$ cat src/rtl/core/triangle_normal_color_builder_defines.svh
// ----------------------------------------------------------------------------
// Assertion macros for the triangle normal and color builder
// Each macro places one labeled concurrent check on clk, held off during rst.
// ----------------------------------------------------------------------------
`ifndef TRIANGLE_NORMAL_COLOR_BUILDER_DEFINES_SVH
`define TRIANGLE_NORMAL_COLOR_BUILDER_DEFINES_SVH

// Same-cycle implication: when ante holds, cons must hold too.
`define TNCB_CHECK(label, ante, cons, msg) \
  label: assert property (@(posedge clk) disable iff (rst) (ante) |-> (cons)) \
    else $error(msg);

// Next-cycle implication: when ante holds, cons must hold in the following cycle.
`define TNCB_CHECK_NEXT(label, ante, cons, msg) \
  label: assert property (@(posedge clk) disable iff (rst) (ante) |=> (cons)) \
    else $error(msg);

`endif

$ cat src/rtl/core/tncb_pkg.sv
// ----------------------------------------------------------------------------
// tncb_pkg
// Shared constants, sequencer states and operand tables for the builder.
// ----------------------------------------------------------------------------
`timescale 1ns / 1ps
`default_nettype none

package tncb_pkg;

  localparam int COORD_WIDTH_DEF     = 32;
  localparam int COLOR_FRAC_BITS_DEF = 16;
  // Largest normalized magnitude has this many bits before the square root.
  localparam int SCALE_BITS          = 30;

  localparam logic [1:0] VTX_LAST  = 2'd2;
  localparam logic [1:0] COMP_LAST = 2'd2;
  localparam logic [2:0] PROD_LAST = 3'd5;

  typedef enum logic [3:0] {
    S_IDLE,
    S_MUL_LD,
    S_MUL,
    S_ABS,
    S_NORM,
    S_SQ_LD,
    S_SQ,
    S_SQRT,
    S_DIV_LD,
    S_DIV,
    S_OUT
  } state_t;

  // Cross product terms in order: a1*b2, a2*b1, a2*b0, a0*b2, a0*b1, a1*b0.
  // Odd terms are subtracted from the even term before them.
  function automatic logic [1:0] mul_a_sel(input logic [2:0] prod);
    logic [1:0] sel;
    case (prod)
      3'd0:    sel = 2'd1;
      3'd1:    sel = 2'd2;
      3'd2:    sel = 2'd2;
      3'd3:    sel = 2'd0;
      3'd4:    sel = 2'd0;
      3'd5:    sel = 2'd1;
      default: sel = 2'd0;
    endcase
    return sel;
  endfunction

  function automatic logic [1:0] mul_b_sel(input logic [2:0] prod);
    logic [1:0] sel;
    case (prod)
      3'd0:    sel = 2'd2;
      3'd1:    sel = 2'd1;
      3'd2:    sel = 2'd0;
      3'd3:    sel = 2'd2;
      3'd4:    sel = 2'd1;
      3'd5:    sel = 2'd0;
      default: sel = 2'd0;
    endcase
    return sel;
  endfunction

endpackage

`default_nettype wire

$ cat src/rtl/core/triangle_normal_color_builder.sv
// ----------------------------------------------------------------------------
// triangle_normal_color_builder
// Collects three vertices, picks supplied or geometric normals, and emits each
// vertex with its position, normal and a color derived from the unit normal.
// ----------------------------------------------------------------------------
//
// Channel   Direction  Handshake                 Payload
// s_        in         s_tvalid / s_tready       s_tdata: position, given normal
//                                                s_tuser: normal valid flag
// m_        out        m_tvalid / m_tready       m_tdata: position, normal, color
//                                                m_tlast: third vertex
// cfg_      in         cfg_valid / cfg_ready     cfg_data: mesh_has_normals
//
// Sequence: the first two vertices of a triangle are only stored. The third
//   starts a run on a single shift-add / subtract unit: six cross product terms
//   (not for given normals), a normalizing shift, three squares, a square root
//   and three divisions, which give the unit normal or, in the color pass, the
//   colors. A face normal gets one color pass for all three vertices; given
//   normals get a color pass per vertex.
// Reset: rst clears the sequencer, the vertex phase and the config register.
// Stalls: s_tready is low for the whole run; a result holds on m_tdata until
//   m_tready takes it. cfg_ready is always high.
//
`timescale 1ns / 1ps
`default_nettype none
`include "triangle_normal_color_builder_defines.svh"

module triangle_normal_color_builder
  import tncb_pkg::*;
#(
  parameter int COORD_WIDTH     = COORD_WIDTH_DEF,
  parameter int COLOR_FRAC_BITS = COLOR_FRAC_BITS_DEF
) (
  input  wire                                            clk,
  input  wire                                            rst,
  // pos_x, pos_y, pos_z, given_nx, given_ny, given_nz
  input  wire                                            s_tvalid,
  output logic                                           s_tready,
  input  wire  [((6*COORD_WIDTH+7)/8)*8-1:0]             s_tdata,
  // normal_valid
  input  wire  [0:0]                                     s_tuser,
  // out_x, out_y, out_z, normal_x, normal_y, normal_z,
  // color_red, color_green, color_blue
  output logic                                           m_tvalid,
  input  wire                                            m_tready,
  output logic [((6*COORD_WIDTH+3*(COLOR_FRAC_BITS+1)+7)/8)*8-1:0] m_tdata,
  output logic                                           m_tlast,
  input  wire                                            cfg_valid,
  output logic                                           cfg_ready,
  input  wire  [0:0]                                     cfg_data
);

  localparam int CW      = COORD_WIDTH;
  localparam int CF      = COLOR_FRAC_BITS;
  localparam int NF      = CW / 2;
  localparam int SB      = SCALE_BITS;
  localparam int LW      = SB + 1;
  localparam int SQW     = 2 * SB + 2;
  localparam int W       = 2 * CW + 3;
  localparam int AW      = (W > SQW + 2) ? W : SQW + 2;
  localparam int DQ      = (NF + 1 > CF) ? NF + 1 : CF;
  localparam int MW      = (CW + 1 > SB) ? CW + 1 : SB;
  localparam int CNW     = $clog2(MW + 1);
  localparam int OUT_RAW = 6 * CW + 3 * (CF + 1);
  localparam int OUT_W   = ((OUT_RAW + 7) / 8) * 8;

  localparam logic [CF:0] HALF = (CF + 1)'(1) << (CF - 1);

  state_t state, state_next;

  // Triangle storage, indexed [component][vertex].
  logic [CW-1:0]     pos [3][3];
  logic [CW-1:0]     nrm [3][3];
  logic [1:0]        phase;
  logic              nv0, nv1;
  logic              mesh_has_normals;
  logic              use_given;

  // Edge vectors v2-v0 and v1-v0.
  logic [CW:0]       da [3];
  logic [CW:0]       db [3];

  // Shared unit working registers.
  logic [AW-1:0]     acc;
  logic [AW-1:0]     mcand;
  logic [MW-1:0]     mplier;
  logic              mneg;
  logic [AW-1:0]     mvec [3];
  logic [2:0]        wneg;
  logic [SQW-1:0]    root;
  logic [SQW-1:0]    sbit;
  logic [LW-1:0]     rem;
  logic [DQ-1:0]     dlow;
  logic [DQ-1:0]     q;
  logic [CF:0]       col [3];

  logic [1:0]        vtx;
  logic [1:0]        k;
  logic [2:0]        prod;
  logic [CNW-1:0]    cnt;
  logic              color_pass;

  // Input unpack.
  logic [CW-1:0]     in_pos [3];
  logic [CW-1:0]     in_gn [3];
  logic              use_given_in;

  always_comb begin
    for (int c = 0; c < 3; c++) begin
      in_pos[c] = s_tdata[c*CW +: CW];
      in_gn[c]  = s_tdata[(c+3)*CW +: CW];
    end
  end

  assign use_given_in = mesh_has_normals & nv0 & nv1 & s_tuser[0];

  // Operand selection.
  logic [1:0]        ia, ib;
  logic [CW:0]       da_sel, db_sel, da_mag, db_mag;
  logic [SB-1:0]     u_sel;
  logic [CW-1:0]     out_n [3];
  logic [AW-1:0]     abs_src, abs_mag;
  logic [SQW-1:0]    trial_sq;
  logic [LW:0]       trial_div;

  assign ia     = mul_a_sel(prod);
  assign ib     = mul_b_sel(prod);
  assign da_sel = da[ia];
  assign db_sel = db[ib];
  assign da_mag = da_sel[CW] ? (~da_sel + (CW + 1)'(1)) : da_sel;
  assign db_mag = db_sel[CW] ? (~db_sel + (CW + 1)'(1)) : db_sel;
  assign u_sel  = mvec[k][AW-1 -: SB];

  always_comb begin
    for (int c = 0; c < 3; c++) begin
      out_n[c] = nrm[c][vtx];
    end
  end

  assign abs_src   = color_pass ? {{(AW - CW){out_n[k][CW-1]}}, out_n[k]} : mvec[k];
  assign trial_sq  = root | sbit;
  assign trial_div = {rem, dlow[DQ-1]};

  // The one adder / subtractor that the multiply, absolute value, square root and divide steps run through.
  logic [AW-1:0]     alu_a, alu_b;
  logic              alu_sub;
  logic [AW:0]       alu_sum;
  logic              alu_c;

  always_comb begin
    alu_a   = acc;
    alu_b   = mcand;
    alu_sub = 1'b0;
    case (state)
      S_MUL: begin
        alu_sub = mneg;
      end
      S_ABS: begin
        alu_a   = '0;
        alu_b   = abs_src;
        alu_sub = 1'b1;
      end
      S_SQRT: begin
        alu_b   = AW'(trial_sq);
        alu_sub = 1'b1;
      end
      S_DIV_LD: begin
        alu_a = color_pass ? (AW'(u_sel) << (CF - 1)) : (AW'(u_sel) << NF);
        alu_b = AW'(root[LW-1:1]);
      end
      S_DIV: begin
        alu_a   = AW'(trial_div);
        alu_b   = AW'(root[LW-1:0]);
        alu_sub = 1'b1;
      end
      default: begin
        alu_sub = 1'b0;
      end
    endcase
  end

  assign alu_sum = {1'b0, alu_a} + {1'b0, alu_b ^ {AW{alu_sub}}} + (AW + 1)'(alu_sub);
  assign alu_c   = alu_sum[AW];
  assign abs_mag = abs_src[AW-1] ? alu_sum[AW-1:0] : abs_src;

  // Step results and loop ends.
  logic [AW-1:0]     acc_step;
  logic [AW-1:0]     mvec_or;
  logic              norm_zero, norm_done;
  logic              mul_last, sq_last, sqrt_last, div_last;
  logic [DQ-1:0]     q_fin;
  logic [CW-1:0]     q_n, n_val;
  logic [CF:0]       t_val, col_val;

  assign acc_step  = mplier[0] ? alu_sum[AW-1:0] : acc;
  assign mvec_or   = mvec[0] | mvec[1] | mvec[2];
  assign norm_zero = ~|mvec_or;
  assign norm_done = mvec_or[AW-1];
  assign mul_last  = (cnt == CNW'(CW));
  assign sq_last   = (cnt == CNW'(SB - 1));
  assign sqrt_last = (cnt == CNW'(SB));
  assign div_last  = color_pass ? (cnt == CNW'(CF - 1)) : (cnt == CNW'(NF));
  assign q_fin     = {q[DQ-2:0], alu_c};
  assign q_n       = CW'(q_fin);
  assign n_val     = wneg[k] ? (~q_n + CW'(1)) : q_n;
  assign t_val     = (q_fin > DQ'(HALF)) ? HALF : (CF + 1)'(q_fin);
  assign col_val   = wneg[k] ? (HALF - t_val) : (HALF + t_val);

  // Sequencer.
  always_ff @(posedge clk) begin
    if (rst) begin
      state <= S_IDLE;
    end else begin
      state <= state_next;
    end
  end

  always_comb begin
    state_next = state;
    case (state)
      S_IDLE: begin
        if (s_tvalid && phase == VTX_LAST) begin
          state_next = use_given_in ? S_ABS : S_MUL_LD;
        end
      end
      S_MUL_LD: state_next = S_MUL;
      S_MUL: begin
        if (mul_last) begin
          state_next = (prod == PROD_LAST) ? S_ABS : S_MUL_LD;
        end
      end
      S_ABS: begin
        if (k == COMP_LAST) begin
          state_next = S_NORM;
        end
      end
      S_NORM: begin
        if (norm_zero) begin
          state_next = color_pass ? S_OUT : S_ABS;
        end else if (norm_done) begin
          state_next = S_SQ_LD;
        end
      end
      S_SQ_LD: state_next = S_SQ;
      S_SQ: begin
        if (sq_last) begin
          state_next = (k == COMP_LAST) ? S_SQRT : S_SQ_LD;
        end
      end
      S_SQRT: begin
        if (sqrt_last) begin
          state_next = S_DIV_LD;
        end
      end
      S_DIV_LD: state_next = S_DIV;
      S_DIV: begin
        if (div_last) begin
          if (k == COMP_LAST) begin
            state_next = color_pass ? S_OUT : S_ABS;
          end else begin
            state_next = S_DIV_LD;
          end
        end
      end
      S_OUT: begin
        if (m_tready) begin
          if (vtx == VTX_LAST) begin
            state_next = S_IDLE;
          end else begin
            state_next = use_given ? S_ABS : S_OUT;
          end
        end
      end
      default: state_next = S_IDLE;
    endcase
  end

  // Datapath.
  always_ff @(posedge clk) begin
    if (rst) begin
      phase            <= '0;
      mesh_has_normals <= 1'b0;
    end else begin
      if (cfg_valid) begin
        mesh_has_normals <= cfg_data[0];
      end
      case (state)
        S_IDLE: begin
          if (s_tvalid) begin
            // Store the vertex; the third one also forms the edge vectors.
            for (int c = 0; c < 3; c++) begin
              pos[c][phase] <= in_pos[c];
              nrm[c][phase] <= in_gn[c];
            end
            if (phase == 2'd0) begin
              nv0 <= s_tuser[0];
            end
            if (phase == 2'd1) begin
              nv1 <= s_tuser[0];
            end
            if (phase == VTX_LAST) begin
              phase <= '0;
              for (int c = 0; c < 3; c++) begin
                da[c] <= {in_pos[c][CW-1], in_pos[c]} - {pos[c][0][CW-1], pos[c][0]};
                db[c] <= {pos[c][1][CW-1], pos[c][1]} - {pos[c][0][CW-1], pos[c][0]};
              end
              use_given  <= use_given_in;
              color_pass <= use_given_in;
              vtx        <= '0;
              k          <= '0;
              prod       <= '0;
            end else begin
              phase <= phase + 2'd1;
            end
          end
        end
        S_MUL_LD: begin
          mcand  <= AW'(da_mag);
          mplier <= MW'(db_mag);
          mneg   <= da_sel[CW] ^ db_sel[CW] ^ prod[0];
          if (!prod[0]) begin
            acc <= '0;
          end
          cnt <= '0;
        end
        S_MUL, S_SQ: begin
          acc    <= acc_step;
          mcand  <= mcand << 1;
          mplier <= mplier >> 1;
          // Restart the count for the square root after the last square.
          if (state == S_SQ && sq_last && k == COMP_LAST) begin
            cnt <= '0;
          end else begin
            cnt <= cnt + CNW'(1);
          end
          if (state == S_MUL && mul_last) begin
            if (prod[0]) begin
              mvec[prod[2:1]] <= acc_step;
            end
            prod <= prod + 3'd1;
          end
          if (state == S_SQ && sq_last) begin
            k <= (k == COMP_LAST) ? 2'd0 : k + 2'd1;
            if (k == COMP_LAST) begin
              root <= '0;
              sbit <= SQW'(1) << (2 * SB);
            end
          end
        end
        S_ABS: begin
          // Store magnitudes; a normal goes in left-aligned to shorten the shift.
          mvec[k] <= color_pass ? {abs_mag[CW-1:0], {(AW - CW){1'b0}}} : abs_mag;
          wneg[k] <= abs_src[AW-1];
          k       <= (k == COMP_LAST) ? 2'd0 : k + 2'd1;
        end
        S_NORM: begin
          if (norm_zero) begin
            if (!color_pass) begin
              for (int c = 0; c < 3; c++) begin
                for (int v = 0; v < 3; v++) begin
                  nrm[c][v] <= '0;
                end
              end
              color_pass <= 1'b1;
              vtx        <= '0;
              k          <= '0;
            end else begin
              for (int c = 0; c < 3; c++) begin
                col[c] <= HALF;
              end
            end
          end else if (!norm_done) begin
            for (int c = 0; c < 3; c++) begin
              mvec[c] <= mvec[c] << 1;
            end
          end else begin
            k <= '0;
          end
        end
        S_SQ_LD: begin
          mcand  <= AW'(u_sel);
          mplier <= MW'(u_sel);
          if (k == 2'd0) begin
            acc <= '0;
          end
          cnt <= '0;
        end
        S_SQRT: begin
          if (alu_c) begin
            acc  <= alu_sum[AW-1:0];
            root <= (root >> 1) | sbit;
          end else begin
            root <= root >> 1;
          end
          sbit <= sbit >> 2;
          cnt  <= cnt + CNW'(1);
        end
        S_DIV_LD: begin
          // Dividend is the scaled magnitude plus half the length, for rounding.
          rem  <= color_pass ? LW'(alu_sum[AW-1:0] >> CF) : LW'(alu_sum[AW-1:0] >> (NF + 1));
          dlow <= color_pass ? (DQ'(alu_sum) << (DQ - CF)) : (DQ'(alu_sum) << (DQ - NF - 1));
          q    <= '0;
          cnt  <= '0;
        end
        S_DIV: begin
          rem  <= alu_c ? LW'(alu_sum) : LW'(trial_div);
          dlow <= dlow << 1;
          q    <= q_fin;
          cnt  <= cnt + CNW'(1);
          if (div_last) begin
            if (!color_pass) begin
              for (int v = 0; v < 3; v++) begin
                nrm[k][v] <= n_val;
              end
            end else begin
              col[k] <= col_val;
            end
            k <= (k == COMP_LAST) ? 2'd0 : k + 2'd1;
            if (k == COMP_LAST && !color_pass) begin
              color_pass <= 1'b1;
              vtx        <= '0;
            end
          end
        end
        S_OUT: begin
          // Advance to the next vertex; face-normal colors carry over unchanged.
          if (m_tready) begin
            vtx <= (vtx == VTX_LAST) ? 2'd0 : vtx + 2'd1;
            k   <= '0;
          end
        end
        default: begin
          k <= '0;
        end
      endcase
    end
  end

  // Ports.
  logic [OUT_RAW-1:0] out_raw;

  assign out_raw = {col[2], col[1], col[0], out_n[2], out_n[1], out_n[0],
                    pos[2][vtx], pos[1][vtx], pos[0][vtx]};

  assign s_tready  = (state == S_IDLE);
  assign m_tvalid  = (state == S_OUT);
  assign m_tdata   = OUT_W'(out_raw);
  assign m_tlast   = (vtx == VTX_LAST);
  assign cfg_ready = 1'b1;

  // Checks.
  `TNCB_CHECK(a_no_overlap, m_tvalid, !s_tready, "input taken while a result waits")
  `TNCB_CHECK(a_phase_range, 1'b1, phase != 2'd3, "vertex phase out of range")
  `TNCB_CHECK(a_sqrt_bit, state == S_SQRT, $onehot(sbit), "square root bit lost")
  `TNCB_CHECK_NEXT(a_last_idle, m_tvalid && m_tready && m_tlast, s_tready,
                   "not idle after the third vertex")

endmodule

`default_nettype wire
$ cat config.mk
export PLATFORM = sky130hd
export DESIGN_NAME = triangle_normal_color_builder
export DESIGN_NICKNAME = d
export VERILOG_FILES = /design/src/rtl/core/tncb_pkg.sv /design/src/rtl/core/triangle_normal_color_builder.sv
export VERILOG_INCLUDE_DIRS = /design/src /design/src/rtl/core
export SDC_FILE = /design/constraint.sdc
export NUM_CORES = 2
export LEC_CHECK = 0
export BUFFER_PORTS_ARGS = -buffer_cell sky130_fd_sc_hd__buf_2
export CAP_MARGIN = 20
export CORE_AREA = 4 4 412 414
export CTS_BUF_LIST = sky130_fd_sc_hd__clkbuf_8
export DETAILED_ROUTE_END_ITERATION = 6
export DIE_AREA = 0 0 416 418
export GPL_TIMING_DRIVEN = 0
export PLACE_DENSITY = 0.76
export SLEW_MARGIN = 20
export SYNTH_ARGS = -nofsm -noshare
export SYNTH_HDL_FRONTEND = slang
export SYNTH_SLANG_ARGS = --single-unit
$ cat constraint.sdc
create_clock -name clk -period 36.1 [get_ports clk]
set_clock_uncertainty 0.1 [all_clocks]
set_input_delay 7.22 -clock clk [delete_from_list [all_inputs] [get_ports clk]]
set_output_delay 7.22 -clock clk [all_outputs]
set_load 0.1 [all_outputs]
==> key figures <==
Run status
  • Outcome: finished, final reports clean

Cells and area
  • Layout area overhead: 13.51%
  • NumNets Final: ~9000
  • Ratio of cells with drive above 1 in the final layout: 0.1347

Floorplan
  • Die area: about 170000 um2
  • Rows: 150
  • Core footprint: between 150000 and 200000 um2
  • Width of the die: about 420 um
  • I/O pin total: 451
  • Die height: roughly 420 um
  • Initial Utilization: 0.4972

Synth
  • Netlist cell types: between 100 and 150
  • Async SR Flop Fraction: 0
  • Mean Syn Cell Area: 10.76 um2
  • Ys Warns: 0
  • Synth top area share: 0.5208
  • Syn Inst Count: approximately 7700
  • Post-synth top area cell: edfxtp_1
  • Most used flip-flop cell after synthesis: edfxtp_1
  • Synth area leaders: edfxtp_1 52%, o21ai_0 4.4%, mux2i_1 4.3%, ha_1 4.1%, nand2_1 3.6%
  • Synthesis-stage register bit count: approximately 1400
  • Synthesized area: 82680 um2
  • Post-synthesis sequential area ratio: 0.5238
  • EDFF count, synth: about 1400

Pwr
  • Max VDD drop: between 50 and 60 uV
  • Pwr Density: 84.76 nW/um2
  • Leak: 0.03607 uW
  • Tot Pwr: 7954 uW

STA
  • Slew HR: 0.1464
  • Max Clk Rate: 70.44 MHz
  • Worst Tran Pin Value: around 1.3 ns
  • Minimum clock period: 14.20 ns
  • Max-slew violations: 0
  • Setup tns final: 0 ns
  • RSZ-0062 raised after global routing: no
  • Hold Fails Final Rpt: 0
  • Final cycle utilization of the critical path: 0.3932
  • Final setup viols: 0

Critical path
  • Worst path bufs/invs: 8
  • CP required: approximately 29 ns
  • CP Class: reg2out
  • Crit. Startpoint: vtx[0]
  • Critical R2R Launch: vtx[0]
  • Most Frequent Cell on Critical Path: clkbuf_1
  • Delay-heaviest family, CP: buffers and inverters
  • Critical path, cell by cell: buf_2 > clkbuf_1 > clkbuf_1 > clkbuf_1 > clkbuf_1 > clkbuf_1 > clkbuf_1 > o21ai_0 > buf_2
  • Arrival @ worst endpoint: between 6 and 7 ns
  • Startpoint Class: register
  • CP Max Fanout: 11
  • Slowest cell on crit path: clkbuf_1
  • CP endpoint kind: output port
  • Slowest cell delay on critical path: approximately 0.79 ns

Global route
  • GR Util All Layers: 0.4328
  • Initial antenna violation count: 49
  • First-pass GRT wire length: 529.4 mm
  • GRT Residual Overflow: 0
  • Number of global-route vias before repair: 69190
  • Largest net degree at the start of global routing: roughly 110

Clocking
  • Latest clock arrival within the worst-skew pair: approximately 1.1 ns
  • Clock root cell: clkbuf_8
  • Cts hold-fix bufs: 0
  • Clock sinks: about 1400
  • CTS max path bufs: 3
  • Post-CTS Resized: 0
  • Clk slew on worst S/H paths: around 0.06 ns
  • Num CTS Buffers: 241
  • H-tree Lvls: 4
  • Post-CTS setup buffers: 0
  • CTS tree: yes

Detailed routing
  • Vias: between 70000 and 80000
  • 1st-pass router iterations: 7
  • WL final: about 390 mm
  • Initial DRC count: ~11000
  • Post-route DRC violation count: 0
  • Drt wl/cell: between 30 and 40 um
  • Drt via density: about 6.7
  • Post-DRT Antenna Nets: 0

Hold path
  • Hold path startpoint: dlow[12]
  • Hold Path Class: reg2reg

Placement
  • IO Port Bufs: ~440
  • Routability-driven placement congestion ratio: 1.077
  • DP Wirelength: 306.6 mm

Job
  • Max-cap viol count: 0
where the power goes:
group          switching (uW)  internal, uW
Combinational            3310          1030
Clock                     742           720
Sequential               71.7          2080
cell usage in the layout, fill, tap and decap left out, types with 95 or more instances in the layout:
cell,instances
ha_1,272
nand3_1,119
clkbuf_1,336
buf_2,536
inv_1,308
a21oi_1,524
xnor2_1,226
a22o_1,123
edfxtp_1,1434
nand2_1,783
and2_1,155
mux2i_1,353
clkbuf_8,258
a21o_1,226
nor2_1,498
o21ai_0,697
o21ai_1,95
xor2_1,135
worst paths after layout:
| kind | endpoint | slack, ns | cells past startpoint |
|---|---|---|---|
| setup / recovery | m_tdata[94] | 21.90 | 9 |
| hold / removal | dlow[13] | 0.43 | 2 |
| setup reg to reg | col[1][6] | 23.09 | 36 |
| hold reg to reg | dlow[13] | 0.43 | 2 |
layer usage:
layer	wire (um)	GRT usage
met2	167800	0.6504
met4	32410	0.2960
met5	216	0.001945
met1	140100	0.5331
met3	46480	0.1383
synthesized netlist by cell type, drive strengths merged, types with 38 or more instances:
| master | count |
|---|---|
| o21a | 46 |
| a21o | 226 |
| a211oi | 51 |
| a221oi | 59 |
| xor2 | 143 |
| nor3 | 89 |
| edfxtp | 1434 |
| o31ai | 42 |
| nand2 | 792 |
| or3 | 38 |
| nor2b | 53 |
| nor4 | 73 |
| o21ai | 794 |
| a31oi | 64 |
| o22ai | 65 |
| clkbuf | 345 |
| and2 | 156 |
| mux4 | 66 |
| ha | 272 |
| nand3 | 119 |
| a21oi | 527 |
| a22o | 123 |
| mux2i | 355 |
| inv | 267 |
| and3 | 93 |
| nor2 | 507 |
| buf | 113 |
| nand4 | 47 |
| o211ai | 62 |
| nand2b | 53 |
| xnor2 | 234 |
cells by family after synthesis:
logic type / count (synthesis) / share of synthesized area
and+or+nand+nor: 2074 / 0.1156
other: 2 / 0.00009084
DFF: 1446 / 0.5238
muxes: 451 / 0.06509
AOI/OAI and AO/OA: 2327 / 0.1777
buffers and inverters: 725 / 0.03435
xor gates and xnor gates: 377 / 0.04057
adders and majority gates: 279 / 0.04286
sequential cells by signal (all words and copies together) (netlist names), 33 cells and up, named ones only:
name / cells
acc: 67
col: 51
da: 99
db: 99
mcand: 67
mplier: 33
mvec: 268
nrm: 288
pos: 288
root: 61
worst reg2reg max path, delay by kind of cell, from the launching register on:
family	cells	cell delay (ns)
compound gates	11	3.21
flops	1	0.42
fa+ha+maj	3	1.24
buf+inv	10	4.69
xor+xnor	1	0.46
mux	2	0.95
simple gates	9	1.79
area by class of cell:
class                           instances  area [um2]
Clock buffer                          258        3551
Multi-Input combinational cell       5514       36800
Inverter                              267        1020
Timing Repair Buffer                  542        3291
Antenna cell                           37       92.59
Tap cell                             2204        2758
Clock inverter                        189        1174
Fill cell                           14510       72440
Sequential cell                      1446       43300
Buffer                                458        1857
metrics by stage:
stage	worst slack [ns]	utilization	cell area, um2	cells	hold slack [ns]
after detailed placement	23.19	0.5349	88950	10430	0.4161
after floorplan	17.05	-	82690	7685	0.3586
final	21.90	0.5643	93840	10920	0.4267
after global routing	21.89	0.5640	93790	10890	0.4479
after global placement	7.718	0.5272	87670	10330	0.4015
after CTS	22.04	0.5633	93670	10870	0.4250
Power figures use the tool's default switching activity.
